`src/rtl/core/itrd_pkg.sv`:
```
`timescale 1ns / 1ps

package itrd_pkg;

  // Port widths of the item and result fields.
  localparam int VALUE_IN_W = 64;
  localparam int RADIX_W    = 4;
  localparam int CHAR_W     = 6;
  localparam int DIGIT_W    = 4;

  // Number of low value bits used and depth of the digit store.
  localparam int VALUE_WIDTH = 64;
  localparam int MAX_DIGITS  = 64;

  // The divider retires this many quotient bits per clock cycle.
  localparam int BITS_PER_STEP = 4;
  localparam int DIV_W         = ((VALUE_WIDTH + BITS_PER_STEP - 1) / BITS_PER_STEP)
                                 * BITS_PER_STEP;
  localparam int DIV_STEPS     = DIV_W / BITS_PER_STEP;
  localparam int STEP_W        = (DIV_STEPS > 1) ? $clog2(DIV_STEPS) : 1;

  localparam int ADDR_W = $clog2(MAX_DIGITS);
  localparam int CNT_W  = $clog2(MAX_DIGITS + 1);

  localparam logic [RADIX_W-1:0] RADIX_MIN  = RADIX_W'(2);
  localparam logic [RADIX_W-1:0] RADIX_MAX  = RADIX_W'(10);
  localparam logic [CHAR_W-1:0]  ASCII_ZERO = CHAR_W'(48);
  localparam logic [CHAR_W-1:0]  ASCII_NINE = CHAR_W'(57);

  typedef enum logic [1:0] {
    ST_IDLE,
    ST_DIV,
    ST_READ,
    ST_EMIT
  } state_e;

endpackage

```
`src/rtl/core/itrd_ram.sv`:
```
`timescale 1ns / 1ps

// Simple dual-port RAM: one write port, one read port with registered data.
module itrd_ram #(
  parameter int WIDTH = 4,
  parameter int DEPTH = 64
) (
  input  logic                     clk_i,
  input  logic                     we_i,
  input  logic [$clog2(DEPTH)-1:0] waddr_i,
  input  logic [WIDTH-1:0]         wdata_i,
  input  logic [$clog2(DEPTH)-1:0] raddr_i,
  output logic [WIDTH-1:0]         rdata_o
);

  logic [WIDTH-1:0] mem_q [DEPTH];
  logic [WIDTH-1:0] rdata_q;

  always_ff @(posedge clk_i) begin
    if (we_i) begin
      mem_q[waddr_i] <= wdata_i;
    end
    rdata_q <= mem_q[raddr_i];
  end

  assign rdata_o = rdata_q;

endmodule

```
`src/rtl/core/integer_to_radix_digits.sv`:
```
`timescale 1ns / 1ps

// Converts an unsigned integer into its ASCII digit string in a radix from 2
// to 10, most significant digit first. An item is taken when start is high
// and busy is low. Each digit then appears for exactly one cycle with
// digit_valid_o high, and last_o marks the final, least significant digit;
// the receiver cannot stall the block, so it must take every digit in the
// cycle it is shown. A value of zero gives the single character '0'. An item
// with a radix of 0, 1 or 11 to 15 is taken but gives no digits, and busy
// never rises for it. Numbers that need more digits than the store holds
// lose their most significant digits. One bit-serial restoring divider that
// retires four quotient bits a cycle is shared by all digits, so the digits
// are divided out one after another, least significant first. busy stays
// high through the division of every digit, the read state that starts the
// read of the digit store, and the output of the digits. The block takes its
// next item in the cycle after the last digit.
module integer_to_radix_digits (
  input  logic                           clk_i,
  input  logic                           rst_ni,
  input  logic                           start,
  output logic                           busy,
  input  logic [itrd_pkg::VALUE_IN_W-1:0] value_i,
  input  logic [itrd_pkg::RADIX_W-1:0]    radix_i,
  output logic                           digit_valid_o,
  output logic [itrd_pkg::CHAR_W-1:0]     digit_char_o,
  output logic                           last_o
);

  import itrd_pkg::*;

  // Sequencer state and control counters.
  state_e              state_q, state_d;
  logic [STEP_W-1:0]   step_q;
  logic [CNT_W-1:0]    count_q;
  logic [ADDR_W-1:0]   idx_q;

  // Divider working registers. The work register starts as the dividend and
  // fills with quotient bits from the bottom as the dividend shifts out.
  logic [DIV_W-1:0]    work_q, work_d;
  logic [DIGIT_W-1:0]  rem_q, rem_d;
  logic [RADIX_W-1:0]  radix_q;

  logic                accept;
  logic                radix_ok;
  logic                div_last;
  logic                quot_zero;
  logic                store_room;
  logic [CNT_W-1:0]    count_inc;
  logic [CNT_W-1:0]    count_top;

  logic                ram_we;
  logic [ADDR_W-1:0]   ram_raddr;
  logic [DIGIT_W-1:0]  ram_rdata;

  assign accept     = start && !busy;
  assign radix_ok   = (radix_i >= RADIX_MIN) && (radix_i <= RADIX_MAX);
  assign div_last   = (step_q == STEP_W'(DIV_STEPS - 1));
  assign quot_zero  = (work_d == '0);
  assign store_room = (count_q < CNT_W'(MAX_DIGITS));
  assign count_inc  = store_room ? count_q + CNT_W'(1) : count_q;
  assign count_top  = count_inc - CNT_W'(1);

  // Four steps of restoring division by the radix. The partial remainder
  // stays below the radix, so it never needs more than four bits.
  always_comb begin
    logic [DIGIT_W:0]         trial;
    logic [DIGIT_W-1:0]       rem;
    logic [BITS_PER_STEP-1:0] qbits;
    rem   = rem_q;
    qbits = '0;
    trial = '0;
    for (int i = 0; i < BITS_PER_STEP; i++) begin
      trial = {rem, work_q[DIV_W-1-i]};
      if (trial >= {1'b0, radix_q}) begin
        trial                    = trial - {1'b0, radix_q};
        qbits[BITS_PER_STEP-1-i] = 1'b1;
      end
      rem = trial[DIGIT_W-1:0];
    end
    rem_d  = rem;
    work_d = {work_q[DIV_W-BITS_PER_STEP-1:0], qbits};
  end

  // Next state.
  always_comb begin
    state_d = state_q;
    case (state_q)
      ST_IDLE: begin
        if (accept && radix_ok) begin
          state_d = ST_DIV;
        end
      end
      ST_DIV: begin
        if (div_last && quot_zero) begin
          state_d = ST_READ;
        end
      end
      ST_READ: begin
        state_d = ST_EMIT;
      end
      ST_EMIT: begin
        if (idx_q == '0) begin
          state_d = ST_IDLE;
        end
      end
      default: begin
        state_d = ST_IDLE;
      end
    endcase
  end

  // Outputs and store control. While digits stream out, the read address
  // runs one entry ahead of the digit on the result ports.
  always_comb begin
    busy          = 1'b1;
    digit_valid_o = 1'b0;
    last_o        = 1'b0;
    ram_we        = 1'b0;
    ram_raddr     = idx_q;
    case (state_q)
      ST_IDLE: begin
        busy = 1'b0;
      end
      ST_DIV: begin
        ram_we = div_last && store_room;
      end
      ST_READ: begin
        ram_raddr = idx_q;
      end
      ST_EMIT: begin
        digit_valid_o = 1'b1;
        last_o        = (idx_q == '0);
        ram_raddr     = idx_q - ADDR_W'(1);
      end
      default: begin
        busy = 1'b0;
      end
    endcase
  end

  assign digit_char_o = ASCII_ZERO + CHAR_W'(ram_rdata);

  always_ff @(posedge clk_i or negedge rst_ni) begin
    if (!rst_ni) begin
      state_q <= ST_IDLE;
      step_q  <= '0;
      count_q <= '0;
      idx_q   <= '0;
    end else begin
      state_q <= state_d;
      case (state_q)
        ST_IDLE: begin
          step_q  <= '0;
          count_q <= '0;
        end
        ST_DIV: begin
          if (div_last) begin
            step_q  <= '0;
            count_q <= count_inc;
            if (quot_zero) begin
              idx_q <= count_top[ADDR_W-1:0];
            end
          end else begin
            step_q <= step_q + STEP_W'(1);
          end
        end
        ST_READ: begin
          idx_q <= idx_q;
        end
        ST_EMIT: begin
          idx_q <= idx_q - ADDR_W'(1);
        end
        default: begin
          step_q <= '0;
        end
      endcase
    end
  end

  // Divider data path; it needs no reset since it is loaded on acceptance.
  always_ff @(posedge clk_i) begin
    if (state_q == ST_IDLE) begin
      work_q  <= DIV_W'(value_i[VALUE_WIDTH-1:0]);
      rem_q   <= '0;
      radix_q <= radix_i;
    end else if (state_q == ST_DIV) begin
      work_q <= work_d;
      rem_q  <= div_last ? '0 : rem_d;
    end
  end

  // Digit store, written least significant digit first.
  itrd_ram #(
    .WIDTH(DIGIT_W),
    .DEPTH(MAX_DIGITS)
  ) u_store (
    .clk_i  (clk_i),
    .we_i   (ram_we),
    .waddr_i(count_q[ADDR_W-1:0]),
    .wdata_i(rem_d),
    .raddr_i(ram_raddr),
    .rdata_o(ram_rdata)
  );

endmodule

```
`config.mk`:
```
export PLATFORM = sky130hd
export DESIGN_NAME = integer_to_radix_digits
export DESIGN_NICKNAME = d
export VERILOG_FILES = /design/src/rtl/core/itrd_pkg.sv /design/src/rtl/core/itrd_ram.sv /design/src/rtl/core/integer_to_radix_digits.sv
export SDC_FILE = /design/constraint.sdc
export NUM_CORES = 1
export LEC_CHECK = 0
export ABC_CLOCK_PERIOD_IN_PS = 10300
export BUFFER_PORTS_ARGS = -buffer_cell sky130_fd_sc_hd__buf_2
export CAP_MARGIN = 20
export CORE_MARGIN = 4
export CORE_UTILIZATION = 35
export DETAILED_ROUTE_END_ITERATION = 10
export GPL_TIMING_DRIVEN = 0
export SYNTH_ARGS = -nofsm -noshare
export SYNTH_HDL_FRONTEND = slang
export SYNTH_SLANG_ARGS = --single-unit
```
`constraint.sdc`:
```
create_clock -name clk_i -period 10.3 [get_ports clk_i]
set_input_delay 1.03 -clock clk_i [delete_from_list [all_inputs] [get_ports clk_i]]
set_output_delay 1.03 -clock clk_i [all_outputs]
set_load 0.03 [all_outputs]
```
* Word level (Yosys, flattened, before mapping)
Memory sizes are Yosys's and may differ from the RTL's. A register that Yosys moved wholly into a read port is not among the register bits. Index checks and enable logic that the tools add are counted.
Word-level totals: memory bits (writable) 256, bits of input ports 71, bits in registers 91, memories 1
Memory list:
- u_store.mem_q | depth 64, bits a word 4, read ports 1, clocked after Yosys merged registers in 1, write ports 1, RTL line itrd_ram.sv:16 | logic [WIDTH-1:0] mem_q [DEPTH];
Cells by class: eq/ne operators 9, magnitude comparators 7, muxes and demuxes 30, $add $sub $neg 9, reduce and logical (&&, ||, !) cells 13
Operator list (count):
- $mux 64 | 2
- $logic_not 64->1 | 1
- $mux 4 | 6
- $ge 5x4->1 | 4
- $mux 6 | 3
- $sub 4x4->4 | 4
- $mux 7 | 2
- $pmux 7 s2 | 1
- $pmux 6 s2 | 1
- $sub 6x1->6 const B | 2
- $mux 1 | 10
- $ne 2x2->1 const B | 4
- $pmux 2 s4 | 1
- $pmux 4 s2 | 1
- $add 7x1->7 const B | 1
- $lt 7x7->1 const B | 1
- $add 5x5->6 const A | 1
- $logic_not 6->1 | 1
- $mux 2 | 3
- $reduce_and 3->1 | 2
- $logic_and 1x1->1 | 5
- $add 4x1->4 const B | 1
- $eq 2x2->1 const B | 2
- $eq 4x4->1 const B | 1
- other kinds (7) | 8

* Longest topological paths before layout
depth after elaboration 12, gate-level depth with buffers 28, gate-level depth less buffers 28

* Hierarchy
From an unflattened synthesis, not the netlist that was laid out.
Second synthesis, totals: cell total of the unflattened synthesis 967, area, all modules 15741.3 um2
By module, submodules not included:
- itrd_ram | area each 10407.5 um2, cells an instance 521, instances 1
- integer_to_radix_digits | area each 5333.9 um2, cells an instance 446, instances 1

* Worst setup path before layout
No wires, ideal clock.
path kind register to register, from register radix_q[1], to memory u_store.mem_q[0][0] (data pin), period minus slack after synthesis 8.359 ns, stages on the path, launching flop included 25, path buffers 0, setup slack 1.941 ns, library setup time 0.571 ns, arrival time 7.788 ns, cell sequence edfxtp_1 inv_1 ha_1 a2111o_1 nand2_2 mux2_2 inv_1 ha_1 a2111oi_4 o22a_2 nand3_1 mux2_2 inv_1 ha_1 a21o_1 a21o_2 a21o_4 nor3_2 mux2i_1 ha_1 a21o_1 a21o_1 a21oi_1 o211ai_4 mux2i_1
On the way: cells in the longest elaborated chain, start to end 8, elaborated cells between the ends (all ways) 11, those cells by class add/sub (3); order compare (4); mux (4)
Ends and longest elaborated chain:
- start: declaration | RTL line integer_to_radix_digits.sv:41 | logic [RADIX_W-1:0] radix_q;
- start signal: assignment | RTL line integer_to_radix_digits.sv:185 | radix_q <= radix_i;
- $sub 4x4->4 / $ge 5x4->1 (equally long branches) | RTL line integer_to_radix_digits.sv:75, integer_to_radix_digits.sv:74
- $mux 4 | RTL line integer_to_radix_digits.sv:74 | if (trial >= {1'b0, radix_q}) begin
- $sub 4x4->4 / $ge 5x4->1 (equally long branches) | RTL line integer_to_radix_digits.sv:75, integer_to_radix_digits.sv:74
- $mux 4 | RTL line integer_to_radix_digits.sv:74
- $sub 4x4->4 / $ge 5x4->1 (equally long branches) | RTL line integer_to_radix_digits.sv:75, integer_to_radix_digits.sv:74
- $mux 4 | RTL line integer_to_radix_digits.sv:74
- $ge 5x4->1 (*) | RTL line integer_to_radix_digits.sv:74
- $mux 4 (*) | RTL line integer_to_radix_digits.sv:74
- named net rem_d[0] | RTL line integer_to_radix_digits.sv:40 | logic [DIGIT_W-1:0] rem_q, rem_d;
- end: declaration | RTL line itrd_ram.sv:16
The timed path passes the listed nets; every way through them passes the cells marked *.

* Final worst setup path
from register radix_q[1], to memory u_store.mem_q[28][0] (data pin)
The elaborated chain is that of the path after synthesis.

==> flow_summary.yaml <==
critical_path:
  r2r_start: "radix_q[1]"
  critPathBufInv: 5
  path_max_fanout: 28
  critPathRequiredTime_ps: 10680
  crit_slowest_cell: "mux2i_4"
  crit_arrival_ps: 8460
  max_stage_delay_ps: 520
  reg2reg_slack_ps: 2230
  crit_family: "compound AO/OA/AOI/OAI gates"
  cp-start-kind: "register"
  cp-end-kind: "register"
  criticalPathCategory: "register to register"
  critical_path.most_common_cell: "ha_1"
  reg2reg_to: "u_store.mem_q[28][0]"
  r2r_cells: 26
synthesis:
  ys_seq_elements: 351
  synth_cell_type_count: 72
  synth_edf_count: 324
  async_reset_ff_frac: 0.0541
  syn_area_um2: 15800
  synthFlopType: "edfxtp_1"
  netlist_top_cells_count: "edfxtp_1 (324), nor2_1 (79), mux4_2 (72)"
  synth_top_area_frac: 0.614
  postSynthAreaPerCell_um2: 16.4
  ys_seq_area_frac: 0.654
  synth.largest_area_cell: "edfxtp_1"
  synth_warnings: 0
  synth.most_common_cell: "edfxtp_1"
  synthTopCellsByArea: "edfxtp_1 (61%), mux4_2 (10%), mux2_2 (4.8%)"
  syn_inst: 968
cts:
  post_cts_buffers: 0
  clk_latency_ps: 550
  clk_pin_slew_ps: 60
  numCtsBuffers: 37
  clockRootBuffer: "clkbuf_16"
  clock_sinks: 351
  clk_path_buf_depth: 3
  cts.hold.buffers_added: 0
  cts_tree: "done"
  h-tree-depth: 2
  cts_resized: 0
route:
  wire_per_inst_um: 20.7
  first_iter_violations: 901
  vias_per_cell: 5.28
  firstDrtPassIters: 5
  num_vias: 9028
  drc_errors: 0
  wirelength_um: 35400
  ant_nets: 0
die:
  io_pins: 80
  die_area_um2: 48700
  core_um2: 44500
  fp.dieW_um: 221
  start_util: 0.356
  num_rows: 77
  die_height_um: 221
finish:
  fin_cells: 1711
  fin_nets: 1189
  area_delta_synth_final_pct: 15.3
  drive_gt1_frac: 0.284
power:
  p_leak_nw: 6.14
  p_total_mw: 2.83
  peakVddDrop_mv: 0.114
  p_per_area_nw_per_um2: 155
timing:
  tightest_slew_ps: 857
  fmax_ghz: 0.124
  timing.hold.ws_ps: 450
  rsz0062_at_grt: "false"
  hold_viol_final: 0
  setup_viol: 0
  min_period_ps: 8070
  slew_violations: 0
  setup_tns_ps: 0
  fin_skew_ps: 31.7
  fin_crit_sh: 0.784
  slew_headroom: 0.427
grt:
  grt_first_pass_wirelength_um: 54700
  grt_usage: 0.147
  grt_pass1_vias: 9186
  antenna_found_initial: 5
  grt_max_degree: 66
  gr-total-overflow: 0
placed_design:
  io_buffers: 77
  hpwl_um: 24400
  dp.cells: 1643
  place_congestion: 0.814
worst_hold_path:
  holdCritPathClass: "input pin to asynchronous set/reset pin"
run:
  cap_viol_max_count: 0
status:
  outcome: "finished clean"
-- registers in the layout, summed over array words and instances, names as in the netlist --
name / flops
u_store.mem_q: 256
work_q: 64
count_q: 7
idx_q: 6
radix_q: 4
rem_q: 4
step_q: 4
u_store.rdata_o: 4
state_q: 2
-- through the flow --
step,setup slack [ps],utilization,area (µm²)
after floorplan,1940,-,15800
after global routing,1670,0.410,18300
after detailed placement,2180,0.384,17100
final,2230,0.410,18300
after CTS,2160,0.410,18300
after global placement,-1300,0.381,17000
-- cells by family (layout without fill, tap and decap cells) --
group	count (synthesis)	in the layout	share of synthesized area
other	1	3	0.000237
buffers and inverters	73	222	0.0193
AO/OA/AOI/OAI	108	108	0.0525
AND/OR/NAND/NOR	224	224	0.0721
multiplexers	163	163	0.166
adder cells (fa/ha/maj)	28	28	0.0240
flip-flops	351	351	0.654
XOR/XNOR	20	20	0.0111
-- worst register-to-register path, stage by stage (launching register included) --
cell       delay (ps)
edfxtp_1          500
inv_1             310
ha_1              340
a2111o_1          470
nand2_2           230
mux2_2            410
inv_1              70
ha_1              250
a2111oi_4         370
o22a_2            250
nand3_1           320
mux2_2            450
inv_1              70
ha_1              230
a21o_1            160
a21o_2            210
a21o_4            230
nor3_2            510
mux2i_1           420
ha_1              310
a21o_1            180
a21o_1            210
a21oi_1           270
o211ai_4          210
mux2i_4           530
buf_16            250
buf_16            180
-- cell usage in the layout (no fill, tap or decap), types with 11 or more instances in the layout --
master       n
edfxtp_1   324
buf_2       86
nor2_1      79
mux4_2      72
mux2_2      68
clkbuf_16   38
clkbuf_1    36
nand2_1     30
nor4_1      29
inv_1       24
ha_1        24
a21oi_1     23
nand3_1     22
dfrtp_1     19
mux2i_1     18
a211oi_1    18
o21ai_0     16
nor2b_1     13
nand4_1     12
clkinv_2    12
xor2_1      11
-- worst max path at each step --
stage,from,to,depth (start not counted)
final,radix_q[1],u_store.mem_q[28][0],26
after global routing,radix_q[1],u_store.mem_q[28][0],26
after CTS,radix_q[1],u_store.mem_q[28][0],26
after detailed placement,radix_q[1],u_store.mem_q[11][0],26
after global placement,radix_q[1],u_store.mem_q[12][0],24
after floorplan,radix_q[1],u_store.mem_q[0][0],24
-- power by group --
group,internal [mW],switching [mW]
clock network,0.732,0.547
registers,1.53,0
logic,0.0102,0.00853
total,2.28,0.555
-- layer usage --
metal	global-route usage	vias up	part of all wire
met5	0	-	0.0010
met4	0.0406	8	0.023
met3	0.0320	60	0.066
met2	0.229	288	0.46
met1	0.211	4557	0.45
li1	-	4115	-
-- layout make-up --
| cell class | instances | area [µm²] |
|---|---|---|
| Fill cell | 4103 | 26300 |
| Sequential cell | 351 | 10400 |
| Multi-Input combinational cell | 545 | 5190 |
| Clock buffer | 44 | 973 |
| Tap cell | 592 | 741 |
| Timing Repair Buffer | 82 | 495 |
| Buffer | 47 | 208 |
| Clock inverter | 23 | 188 |
| Inverter | 26 | 97.6 |
| Antenna cell | 1 | 2.50 |
No activity file was read; power rests on OpenSTA's default activity.
